===== src/sv/cmb_pkg.sv =====
`timescale 1ns / 1ps

package cmb_pkg;

  localparam int CellW  = 10;
  localparam int TempW  = 10;
  localparam int MvW    = 16;
  localparam int LvlW   = 8;
  localparam int CfgW   = 16;
  localparam int CfgIdxW = 3;
  localparam int FlagW  = 3;
  localparam int NumW   = 26;  // adc_ref * 1023 needs 26 bits
  localparam int QuoW   = 16;
  localparam int CntW   = 5;

  localparam int DefQueueDepth = 2;

  // control_flags bit positions
  localparam int CtlFreezePwm = 0;
  localparam int CtlFreezeInd = 1;
  localparam int CtlTimerEn   = 2;

  // register reset values
  localparam logic [CfgW-1:0] RstULow    = 16'd2550;
  localparam logic [CfgW-1:0] RstUMinBal = 16'd3340;
  localparam logic [CfgW-1:0] RstUMaxBal = 16'd3650;
  localparam logic [CfgW-1:0] RstUMinInd = 16'd3000;
  localparam logic [CfgW-1:0] RstUMaxInd = 16'd3300;
  localparam logic [CfgW-1:0] RstAdcRef  = 16'd1112;
  localparam logic [FlagW-1:0] RstCtl    = 3'd0;

  typedef enum logic [CfgIdxW-1:0] {
    REG_U_LOW     = 3'd0,
    REG_U_MIN_BAL = 3'd1,
    REG_U_MAX_BAL = 3'd2,
    REG_U_MIN_IND = 3'd3,
    REG_U_MAX_IND = 3'd4,
    REG_ADC_REF   = 3'd5,
    REG_CONTROL   = 3'd6
  } cmb_reg_e;

  typedef enum logic [2:0] {
    ST_IDLE,
    ST_VSTART,
    ST_VWAIT,
    ST_BAL,
    ST_BWAIT,
    ST_IND,
    ST_IWAIT,
    ST_OUT
  } cmb_state_e;

  typedef struct packed {
    logic [CellW-1:0] adc_cell;
    logic             adc_cell_ready;
    logic [TempW-1:0] adc_temp;
    logic             adc_temp_ready;
    logic             rx_active;
  } cmb_in_t;

  typedef struct packed {
    logic [MvW-1:0]   cell_mv;
    logic [TempW-1:0] temperature_raw;
    logic             stop_discharge;
    logic             stop_charge;
    logic             stop_charge_hard;
    logic [LvlW-1:0]  balance_level;
    logic [LvlW-1:0]  balance_pwm;
    logic [LvlW-1:0]  indicator_level;
    logic             led_on;
    logic             power_down;
  } cmb_out_t;

  // classified word as held in the queue
  typedef struct packed {
    logic [CellW-1:0] adc_cell;
    logic             cell_ok;
    logic [TempW-1:0] adc_temp;
    logic             temp_ok;
    logic             rx_active;
  } cmb_item_t;

  typedef struct packed {
    logic            start;
    logic            short_mode;  // 8 quotient bits instead of 16
    logic [NumW-1:0] num;
    logic [MvW-1:0]  den;
  } cmb_div_req_t;

  typedef struct packed {
    logic            busy;
    logic            done;
    logic [QuoW-1:0] quo;
  } cmb_div_rsp_t;

endpackage


===== src/sv/cmb_front.sv =====
`timescale 1ns / 1ps

module cmb_front import cmb_pkg::*; #(
  parameter int Depth = DefQueueDepth
) (
  input  logic      clk_i,
  input  logic      rst_ni,
  input  logic      in_valid_i,
  output logic      in_ready_o,
  input  cmb_in_t   in_data_i,
  output logic      item_valid_o,
  input  logic      item_ready_i,
  output cmb_item_t item_o
);

  localparam int PtrW = (Depth > 1) ? $clog2(Depth) : 1;
  localparam int CntQW = $clog2(Depth + 1);
  localparam logic [PtrW-1:0] LastPtr = PtrW'(Depth - 1);

  cmb_item_t          mem_q [Depth];
  logic [PtrW-1:0]    wr_ptr_q, wr_ptr_d, rd_ptr_q, rd_ptr_d;
  logic [CntQW-1:0]   count_q, count_d;
  logic               push, pop;
  cmb_item_t          item_in;

  // classify: a zero reference reading never updates the voltage
  always_comb begin
    item_in.adc_cell = in_data_i.adc_cell;
    item_in.cell_ok  = in_data_i.adc_cell_ready && (in_data_i.adc_cell != '0);
    item_in.adc_temp = in_data_i.adc_temp;
    item_in.temp_ok  = in_data_i.adc_temp_ready;
    item_in.rx_active = in_data_i.rx_active;
  end

  assign in_ready_o   = (count_q != CntQW'(Depth));
  assign item_valid_o = (count_q != '0);
  assign item_o       = mem_q[rd_ptr_q];
  assign push         = in_valid_i && in_ready_o;
  assign pop          = item_valid_o && item_ready_i;

  always_comb begin
    wr_ptr_d = wr_ptr_q;
    rd_ptr_d = rd_ptr_q;
    count_d  = count_q;
    if (push) begin
      wr_ptr_d = (wr_ptr_q == LastPtr) ? '0 : wr_ptr_q + 1'b1;
    end
    if (pop) begin
      rd_ptr_d = (rd_ptr_q == LastPtr) ? '0 : rd_ptr_q + 1'b1;
    end
    if (push && !pop) begin
      count_d = count_q + 1'b1;
    end else if (pop && !push) begin
      count_d = count_q - 1'b1;
    end
  end

  always_ff @(posedge clk_i or negedge rst_ni) begin
    if (!rst_ni) begin
      wr_ptr_q <= '0;
      rd_ptr_q <= '0;
      count_q  <= '0;
    end else begin
      wr_ptr_q <= wr_ptr_d;
      rd_ptr_q <= rd_ptr_d;
      count_q  <= count_d;
    end
  end

  always_ff @(posedge clk_i) begin
    if (push) begin
      mem_q[wr_ptr_q] <= item_in;
    end
  end

  a_count_bound: assert property (@(posedge clk_i) disable iff (!rst_ni)
    count_q <= CntQW'(Depth))
    else $error("queue count above depth");

  a_count_up: assert property (@(posedge clk_i) disable iff (!rst_ni)
    (push && !pop) |=> count_q == $past(count_q) + 1'b1)
    else $error("queue count missed a push");

  a_count_down: assert property (@(posedge clk_i) disable iff (!rst_ni)
    (pop && !push) |=> count_q == $past(count_q) - 1'b1)
    else $error("queue count missed a pop");

endmodule


===== src/sv/cmb_div.sv =====
`timescale 1ns / 1ps

module cmb_div import cmb_pkg::*; (
  input  logic         clk_i,
  input  logic         rst_ni,
  input  cmb_div_req_t req_i,
  output cmb_div_rsp_t rsp_o
);

  // restoring divider, one quotient bit a cycle; the caller guarantees
  // the quotient fits in 8 (short) or 16 bits
  logic [MvW-1:0]  rem_q, rem_d, low_q, low_d, den_q, den_d;
  logic [QuoW-1:0] quo_q, quo_d;
  logic [CntW-1:0] cnt_q, cnt_d;
  logic            busy_q, busy_d, done_q, done_d;
  logic [MvW:0]    trial, diff;
  logic            ge;

  assign trial = {rem_q, low_q[MvW-1]};
  assign ge    = (trial >= {1'b0, den_q});
  assign diff  = trial - {1'b0, den_q};

  always_comb begin
    rem_d  = rem_q;
    low_d  = low_q;
    den_d  = den_q;
    quo_d  = quo_q;
    cnt_d  = cnt_q;
    busy_d = busy_q;
    done_d = 1'b0;
    if (req_i.start) begin
      den_d  = req_i.den;
      quo_d  = '0;
      busy_d = 1'b1;
      if (req_i.short_mode) begin
        rem_d = req_i.num[23:8];
        low_d = {req_i.num[7:0], 8'h00};
        cnt_d = CntW'(8);
      end else begin
        rem_d = {6'd0, req_i.num[NumW-1:16]};
        low_d = req_i.num[15:0];
        cnt_d = CntW'(16);
      end
    end else if (busy_q) begin
      rem_d = ge ? diff[MvW-1:0] : trial[MvW-1:0];
      low_d = {low_q[MvW-2:0], 1'b0};
      quo_d = {quo_q[QuoW-2:0], ge};
      cnt_d = cnt_q - 1'b1;
      if (cnt_q == CntW'(1)) begin
        busy_d = 1'b0;
        done_d = 1'b1;
      end
    end
  end

  always_ff @(posedge clk_i or negedge rst_ni) begin
    if (!rst_ni) begin
      busy_q <= 1'b0;
      done_q <= 1'b0;
      cnt_q  <= '0;
    end else begin
      busy_q <= busy_d;
      done_q <= done_d;
      cnt_q  <= cnt_d;
    end
  end

  always_ff @(posedge clk_i) begin
    rem_q <= rem_d;
    low_q <= low_d;
    den_q <= den_d;
    quo_q <= quo_d;
  end

  assign rsp_o.busy = busy_q;
  assign rsp_o.done = done_q;
  assign rsp_o.quo  = quo_q;

endmodule


===== src/sv/cmb_back.sv =====
`timescale 1ns / 1ps

module cmb_back import cmb_pkg::*; (
  input  logic               clk_i,
  input  logic               rst_ni,
  input  logic               cfg_we_i,
  input  logic [CfgIdxW-1:0] cfg_idx_i,
  input  logic [CfgW-1:0]    cfg_wdata_i,
  input  logic               item_valid_i,
  output logic               item_ready_o,
  input  cmb_item_t          item_i,
  output cmb_div_req_t       div_req_o,
  input  cmb_div_rsp_t       div_rsp_i,
  output logic               out_valid_o,
  input  logic               out_ready_i,
  output cmb_out_t           out_data_o
);

  // configuration registers
  logic [CfgW-1:0]  u_low_q, u_min_bal_q, u_max_bal_q, u_min_ind_q, u_max_ind_q, adc_ref_q;
  logic [FlagW-1:0] ctl_q;

  cmb_state_e state_q, state_d;
  cmb_item_t  cur_q;

  logic [MvW-1:0]   volt_q, timer_q;
  logic [TempW-1:0] temp_q;
  logic [LvlW-1:0]  bal_q, pwm_q, ind_q, led_lvl_q, led_phase_q;
  logic             led_q, pd_q;
  logic             out_valid_q;
  cmb_out_t         out_q;

  logic [MvW-1:0]  timer_base, timer_next;
  logic            pd_next;
  logic [LvlW-1:0] led_lvl_next;
  logic [NumW-1:0] volt_num;
  logic            volt_sat;
  logic [MvW-1:0]  sc_lo, sc_hi, sc_diff, sc_span;
  logic [23:0]     sc_num;
  logic            sc_above, sc_empty, sc_sat;
  logic            out_free;

  always_ff @(posedge clk_i or negedge rst_ni) begin
    if (!rst_ni) begin
      u_low_q     <= RstULow;
      u_min_bal_q <= RstUMinBal;
      u_max_bal_q <= RstUMaxBal;
      u_min_ind_q <= RstUMinInd;
      u_max_ind_q <= RstUMaxInd;
      adc_ref_q   <= RstAdcRef;
      ctl_q       <= RstCtl;
    end else if (cfg_we_i) begin
      case (cmb_reg_e'(cfg_idx_i))
        REG_U_LOW:     u_low_q     <= cfg_wdata_i;
        REG_U_MIN_BAL: u_min_bal_q <= cfg_wdata_i;
        REG_U_MAX_BAL: u_max_bal_q <= cfg_wdata_i;
        REG_U_MIN_IND: u_min_ind_q <= cfg_wdata_i;
        REG_U_MAX_IND: u_max_ind_q <= cfg_wdata_i;
        REG_ADC_REF:   adc_ref_q   <= cfg_wdata_i;
        REG_CONTROL:   ctl_q       <= cfg_wdata_i[FlagW-1:0];
        default: ;
      endcase
    end
  end

  // power-down timer and led, taken from the incoming word
  always_comb begin
    timer_base = item_i.rx_active ? '0 : timer_q;
    timer_next = timer_base;
    pd_next    = 1'b0;
    if (ctl_q[CtlTimerEn]) begin
      timer_next = timer_base + 1'b1;
      pd_next    = (timer_next == '0);
    end
    led_lvl_next = (led_phase_q == '0) ? ind_q : led_lvl_q;
  end

  // voltage: adc_ref * 1023 / cell; saturates when the quotient needs more than 16 bits
  assign volt_num = {adc_ref_q, 10'd0} - {10'd0, adc_ref_q};
  assign volt_sat = (volt_num >= {cur_q.adc_cell, 16'd0});

  // shared span scaling for the balance and the indicator levels
  always_comb begin
    if (state_q == ST_IND) begin
      sc_lo = u_min_ind_q;
      sc_hi = u_max_ind_q;
    end else begin
      sc_lo = u_min_bal_q;
      sc_hi = u_max_bal_q;
    end
  end
  assign sc_above = (volt_q > sc_lo);
  assign sc_empty = (sc_hi <= sc_lo);
  assign sc_diff  = volt_q - sc_lo;
  assign sc_span  = sc_hi - sc_lo;
  assign sc_num   = {sc_diff, 8'd0} - {8'd0, sc_diff};
  assign sc_sat   = (sc_num >= {sc_span, 8'd0});

  assign out_free = !out_valid_q || out_ready_i;

  // next state
  always_comb begin
    state_d = state_q;
    case (state_q)
      ST_IDLE: begin
        if (item_valid_i) state_d = ST_VSTART;
      end
      ST_VSTART: begin
        state_d = (cur_q.cell_ok && !volt_sat) ? ST_VWAIT : ST_BAL;
      end
      ST_VWAIT: begin
        if (div_rsp_i.done) state_d = ST_BAL;
      end
      ST_BAL: begin
        state_d = (sc_above && !sc_empty && !sc_sat) ? ST_BWAIT : ST_IND;
      end
      ST_BWAIT: begin
        if (div_rsp_i.done) state_d = ST_IND;
      end
      ST_IND: begin
        state_d = (!ctl_q[CtlFreezeInd] && sc_above && !sc_empty && !sc_sat)
                  ? ST_IWAIT : ST_OUT;
      end
      ST_IWAIT: begin
        if (div_rsp_i.done) state_d = ST_OUT;
      end
      ST_OUT: begin
        if (out_free) state_d = ST_IDLE;
      end
      default: state_d = ST_IDLE;
    endcase
  end

  // outputs of the sequencer
  always_comb begin
    item_ready_o         = 1'b0;
    div_req_o.start      = 1'b0;
    div_req_o.short_mode = 1'b1;
    div_req_o.num        = {2'd0, sc_num};
    div_req_o.den        = sc_span;
    case (state_q)
      ST_IDLE: item_ready_o = 1'b1;
      ST_VSTART: begin
        div_req_o.start      = cur_q.cell_ok && !volt_sat;
        div_req_o.short_mode = 1'b0;
        div_req_o.num        = volt_num;
        div_req_o.den        = {6'd0, cur_q.adc_cell};
      end
      ST_BAL: div_req_o.start = sc_above && !sc_empty && !sc_sat;
      ST_IND: div_req_o.start = !ctl_q[CtlFreezeInd] && sc_above && !sc_empty && !sc_sat;
      default: ;
    endcase
  end

  always_ff @(posedge clk_i or negedge rst_ni) begin
    if (!rst_ni) begin
      state_q     <= ST_IDLE;
      volt_q      <= '0;
      temp_q      <= '0;
      bal_q       <= '0;
      pwm_q       <= '0;
      ind_q       <= '0;
      led_lvl_q   <= '0;
      led_phase_q <= '0;
      timer_q     <= '0;
      out_valid_q <= 1'b0;
    end else begin
      state_q <= state_d;
      // a new word takes the output register, or the held word leaves
      if (state_q == ST_OUT && out_free) begin
        out_valid_q <= 1'b1;
      end else if (out_ready_i) begin
        out_valid_q <= 1'b0;
      end
      case (state_q)
        ST_IDLE: begin
          if (item_valid_i) begin
            timer_q     <= timer_next;
            led_lvl_q   <= led_lvl_next;
            led_phase_q <= led_phase_q + 1'b1;
            if (item_i.temp_ok) temp_q <= item_i.adc_temp;
          end
        end
        ST_VSTART: begin
          if (cur_q.cell_ok && volt_sat) volt_q <= '1;
        end
        ST_VWAIT: begin
          if (div_rsp_i.done) volt_q <= div_rsp_i.quo;
        end
        ST_BAL: begin
          if (sc_above) begin
            timer_q <= '0;
            if (sc_empty || sc_sat) begin
              bal_q <= '1;
              if (!ctl_q[CtlFreezePwm]) pwm_q <= '1;
            end
          end else if (!ctl_q[CtlFreezePwm]) begin
            pwm_q <= '0;
          end
        end
        ST_BWAIT: begin
          if (div_rsp_i.done) begin
            bal_q <= div_rsp_i.quo[LvlW-1:0];
            if (!ctl_q[CtlFreezePwm]) pwm_q <= div_rsp_i.quo[LvlW-1:0];
          end
        end
        ST_IND: begin
          if (!ctl_q[CtlFreezeInd]) begin
            if (!sc_above) begin
              ind_q <= '0;
            end else if (sc_empty || sc_sat) begin
              ind_q <= '1;
            end
          end
        end
        ST_IWAIT: begin
          if (div_rsp_i.done) ind_q <= div_rsp_i.quo[LvlW-1:0];
        end
        default: ;
      endcase
    end
  end

  // payload registers
  always_ff @(posedge clk_i) begin
    if (state_q == ST_IDLE && item_valid_i) begin
      cur_q <= item_i;
      pd_q  <= pd_next;
      led_q <= (led_phase_q <= led_lvl_next);
    end
    if (state_q == ST_OUT && out_free) begin
      out_q.cell_mv          <= volt_q;
      out_q.temperature_raw  <= temp_q;
      out_q.stop_discharge   <= (volt_q < u_low_q);
      out_q.stop_charge      <= (volt_q > u_min_bal_q);
      out_q.stop_charge_hard <= (volt_q > u_max_bal_q);
      out_q.balance_level    <= bal_q;
      out_q.balance_pwm      <= pwm_q;
      out_q.indicator_level  <= ind_q;
      out_q.led_on           <= led_q;
      out_q.power_down       <= pd_q;
    end
  end

  assign out_valid_o = out_valid_q;
  assign out_data_o  = out_q;

endmodule


===== src/sv/cell_monitor_balancer.sv =====
`timescale 1ns / 1ps

// cell monitor with passive balancer, one poll tick per input word
// in channel: in_valid_i / in_ready_o with in_data_i carrying the raw
//   reference and thermistor readings, their fresh flags and rx activity
// out channel: out_valid_o / out_ready_i with out_data_o carrying the held
//   cell millivolts, temperature, stop flags, balance, pwm, indicator,
//   led drive and the power-down pulse; exactly one word out per word in
// config: cfg_we_i writes cfg_wdata_i to register cfg_idx_i at once
//   (0 u_low .. 5 adc_ref, 6 control flags); index 7 is ignored;
//   write only while no word is in flight
// path: from input word to output word, up to three divisions run on the
//   shared bit-serial divider (16 quotient bits for the voltage, 8 each for
//   the two span scalings); saturated or skipped divisions shorten the path
// flow: one word at a time in the back end; a two-word queue takes up to
//   two more words meanwhile
// reset: the held voltage, temperature and levels and the led and timer
//   counters clear to zero, registers take their documented defaults
// stall: a finished word waits in the output register; the back end then
//   stops before loading the next result, the queue fills and in_ready_o drops
module cell_monitor_balancer import cmb_pkg::*; #(
  parameter int QueueDepth = DefQueueDepth
) (
  input  logic               clk_i,
  input  logic               rst_ni,
  input  logic               in_valid_i,
  output logic               in_ready_o,
  input  cmb_in_t            in_data_i,
  output logic               out_valid_o,
  input  logic               out_ready_i,
  output cmb_out_t           out_data_o,
  input  logic               cfg_we_i,
  input  logic [CfgIdxW-1:0] cfg_idx_i,
  input  logic [CfgW-1:0]    cfg_wdata_i
);

  logic         item_valid, item_ready;
  cmb_item_t    item;
  cmb_div_req_t div_req;
  cmb_div_rsp_t div_rsp;

  // front: classify the raw flags and queue the word
  cmb_front #(
    .Depth(QueueDepth)
  ) u_front (
    .clk_i,
    .rst_ni,
    .in_valid_i,
    .in_ready_o,
    .in_data_i,
    .item_valid_o(item_valid),
    .item_ready_i(item_ready),
    .item_o      (item)
  );

  // shared divider for the voltage and both span scalings
  cmb_div u_div (
    .clk_i,
    .rst_ni,
    .req_i(div_req),
    .rsp_o(div_rsp)
  );

  // back: sequencer, held state, configuration and output register
  cmb_back u_back (
    .clk_i,
    .rst_ni,
    .cfg_we_i,
    .cfg_idx_i,
    .cfg_wdata_i,
    .item_valid_i(item_valid),
    .item_ready_o(item_ready),
    .item_i      (item),
    .div_req_o   (div_req),
    .div_rsp_i   (div_rsp),
    .out_valid_o,
    .out_ready_i,
    .out_data_o
  );

endmodule

===== config.mk =====
export PLATFORM = sky130hd
export DESIGN_NAME = cell_monitor_balancer
export DESIGN_NICKNAME = d
export VERILOG_FILES = /design/src/sv/cmb_pkg.sv /design/src/sv/cmb_front.sv /design/src/sv/cmb_div.sv /design/src/sv/cmb_back.sv /design/src/sv/cell_monitor_balancer.sv
export SDC_FILE = /design/constraint.sdc
export NUM_CORES = 1
export LEC_CHECK = 0
export ABC_AREA = 1
export BUFFER_PORTS_ARGS = -buffer_cell sky130_fd_sc_hd__buf_2
export CORE_UTILIZATION = 30
export DETAILED_ROUTE_END_ITERATION = 7
export SLEW_MARGIN = 20
export SYNTH_ARGS = -nofsm -noshare
export SYNTH_HDL_FRONTEND = slang
export SYNTH_SLANG_ARGS = --single-unit

===== constraint.sdc =====
create_clock -name clk_i -period 20.1 [get_ports clk_i]
set_input_delay 6.03 -clock clk_i [delete_from_list [all_inputs] [get_ports clk_i]]
set_output_delay 6.03 -clock clk_i [all_outputs]
set_load 0.01 [all_outputs]

==> impl_metrics.tcl <==
set metrics [dict create \
    areaGrowthSynthToFinish_pct 13.0 \
    ys_ff_latch 374 \
    min_from "u_back.pd_q" \
    maxSlewViolCount 0 \
    viasPerCell 4.76 \
    grt_pass1_vias 16500 \
    start_util_pct 30.5 \
    crit_path_start_kind "register" \
    path_common_cell "nand2_1" \
    layout.nets 2866 \
    routed_wl_um 61900 \
    hold_violations 0 \
    slowest_delay_ns 0.71 \
    reg2reg_from "u_back.state_q[1]" \
    cts.sinks 374 \
    avgSynthCellArea_um2 8.30 \
    post_route_cells_drive_above_1_share_pct 9.28 \
    placementRows 97 \
    post_cts_resized 0 \
    core_um2 70500 \
    place_congestion 0.956 \
    crit_fanout 50 \
    synth_adder_area_share_pct 8.52 \
    async_reset_ff_share_pct 52.4 \
    critPathSlowestCell "inv_2" \
    htreeDepth 2 \
    hold_path.class "register to register" \
    syn_area_um2 21500 \
    wl_per_cell_um 17.0 \
    path_clk_slew_ns 0.07 \
    r2r_slack_ns 11.05 \
    clk_latency_ns 0.56 \
    dp_hpwl_um 46700 \
    path_buf_inv 10 \
    postCtsHoldBufs 0 \
    ys_warn_count 0 \
    reg2reg_to "u_div.cnt_q[4]" \
    drc 0 \
    finalCritPeriodShare_pct 45.0 \
    clk_path_buf_depth 3 \
    yosys.area_share.xor_xnor_pct 3.06 \
    path_class "register to register" \
    crit_required_ns 20.56 \
    postCtsSetupRepairBufs 0 \
    tightest_slew_ns 1.06 \
    fin_skew_ns 0.0237 \
    ioPinCount 104 \
    fmaxAchievable_mhz 110 \
    cts_tree "yes" \
    setup_violations 0 \
    num_vias 17400 \
    holdPathStages 0 \
    synth.area.mux_share_pct 0.372 \
    critPathArrivalTime_ns 9.51 \
    tns_ns 0 \
    r2r_cells 43 \
    synth-seq-area-share_pct 47.1 \
    antenna_found_initial 2 \
    synth_compound_area_share_pct 11.9 \
    die_y_um 270 \
    cap_violations 0 \
    ys.flop_type "edfxtp_1" \
    cts_buffers 39 \
    die_area_um2 72700 \
    cts_root_buf "clkbuf_16" \
    syn_nets 2781 \
    postRouteAntennaNets 0 \
    die_w_um 270 \
    track_usage_pct 17.0 \
    grt-ovfl-total 0 \
    drtPass1Iterations 6 \
    drt-initial-drc-count 1324 \
    io_buffers 103 \
    multiInputGateArea_um2 9860 \
    cpLargestDelayFamily "simple AND/OR/NAND/NOR gates" \
    min_to "u_back.out_data_o[0]" \
    status "complete, no violations" \
    synthDistinctLibCells 61 \
    synthSimpleGateAreaFrac_pct 21.9 \
    slew_headroom_pct 29.4 \
    endpoint_kind "register" \
    grt_pass1_wl_um 96500 \
    nFillCells 7310 \
    synth_top_family_by_area "simple AND/OR/NAND/NOR gates" \
    synth_edf_count 162 \
    grt_max_degree 73 \
    regArea_um2 10100 \
    min_period_ns 9.05 \
    rsz0062_at_grt "false" \
    syn_inst 2589 \
]
[how the worst max path moves through the flow]
stage	startpoint	end	cells after the start	slack, ns
floorplan	out_ready_i	u_back.out_data_o[0]	2	11.23
global placement	u_back.state_q[1]	u_div.cnt_q[4]	43	11.30
detailed placement	u_back.state_q[1]	u_div.cnt_q[4]	43	11.16
CTS	u_back.state_q[1]	u_div.cnt_q[4]	43	11.13
global route	u_back.state_q[1]	u_div.cnt_q[4]	43	10.21
finish	u_back.state_q[1]	u_div.cnt_q[4]	43	11.05
[per-layer routing]
| layer | global-route usage, % | up-vias | part of all wire [%] |
|---|---|---|---|
| met3 | 2.10 | 108 | 4.7 |
| met4 | 7.12 | 0 | 4.0 |
| met2 | 26.8 | 422 | 45 |
| met1 | 23.4 | 8052 | 47 |
| li1 | - | 8786 | - |
| met5 | 0 | - | 0 |
[worst reg2reg max path, delay by kind of cell (launching register included)]
family / cells / cell delay [ns]
XOR/XNOR: 1 / 0.40
adder cells (fa/ha/maj): 5 / 1.42
buffers and inverters: 10 / 2.26
AND/OR/NAND/NOR: 22 / 3.69
flip-flops: 1 / 0.40
AO/OA/AOI/OAI: 5 / 0.79
[registers in the layout, indices dropped and copies added, names as in the netlist, 10 cells and up]
register and count:
u_div.low_q 16, u_back.volt_q 16, u_back.adc_ref_q 16, u_back.u_low_q 16, u_div.rem_q 16, u_back.u_max_bal_q 16
u_back.timer_q 16, u_back.cur_q 11, u_back.u_min_ind_q 16, u_back.out_data_o 55, u_back.u_max_ind_q 16, u_div.den_q 16
u_back.temp_q 10, u_div.quo_q 16, u_back.u_min_bal_q 16, u_front.mem_q 46
[metrics by stage]
| step | cell area [µm²] | hold slack (ns) | instances | util, % | setup WS, ns |
|---|---|---|---|---|---|
| CTS | 24300 | 0.424 | 3644 | 34.4 | 11.13 |
| floorplan | 21500 | 0.400 | 2589 | - | 11.23 |
| global placement | 23000 | 0.413 | 3573 | 32.6 | 11.30 |
| finish | 24300 | 0.416 | 3645 | 34.4 | 11.05 |
| global route | 24300 | 0.450 | 3645 | 34.4 | 10.21 |
| detailed placement | 23000 | 0.409 | 3573 | 32.6 | 11.16 |
[layout make-up]
class	count	share of cell area, %
inverters	323	5.00
multi-input cells	1822	40.6
clock buffers	59	4.62
clock inverters	12	0.721
repair buffers	114	2.50
well taps	940	4.84
diodes	1	0.0103
flip-flops and latches	374	41.7
[kinds of logic after synthesis]
| family | Yosys count |
|---|---|
| buffers and inverters | 393 |
| flip-flops | 374 |
| AND/OR/NAND/NOR | 1120 |
| XOR/XNOR | 75 |
| AO/OA/AOI/OAI | 473 |
| adder cells (fa/ha/maj) | 146 |
| multiplexers | 8 |
[synthesized netlist by cell type, drive strengths merged, types with 8 or more instances]
cell type	instances	area (µm²)
nand4	36	244
a211oi	12	90.1
nor2	193	734
o21ai	282	1420
dfstp	35	920
edfxtp	162	4860
a21oi	116	581
clkbuf	53	199
inv	318	1200
nand3	145	758
nand2	688	2630
o211ai	17	128
dfrtp	161	4030
dfxtp	16	320
buf	17	123
ha	144	1800
xnor2	27	236
mux2i	8	80.1
xor2	48	420
nor3	30	150
a31oi	17	106
[placed cells by master, fill, tap and decap left out, types with 3 or more instances in the layout]
master	count
a211oi_1	12
a21oi_1	116
a221oi_1	3
a31oi_1	17
and2_1	7
buf_2	102
buf_4	11
bufinv_16	3
clkbuf_1	13
clkbuf_16	39
clkbuf_8	8
clkinv_1	7
clkinv_2	3
dfrtp_1	161
dfstp_2	35
dfxtp_1	16
edfxtp_1	162
ha_1	144
inv_1	310
inv_2	7
mux2i_1	8
nand2_1	673
nand2_2	14
nand3_1	139
nand3_2	5
nand3b_1	4
nand4_1	33
nand4_2	3
nor2_1	185
nor2_2	6
nor3_1	30
nor4_1	7
o2111ai_1	4
o211ai_1	17
o21a_1	7
o21ai_0	252
o21ai_1	28
or2_1	3
xnor2_1	27
xor2_1	48
Power is not shown: default switching activity piles up to over one toggle a cycle in this logic, so the estimate is an artifact.
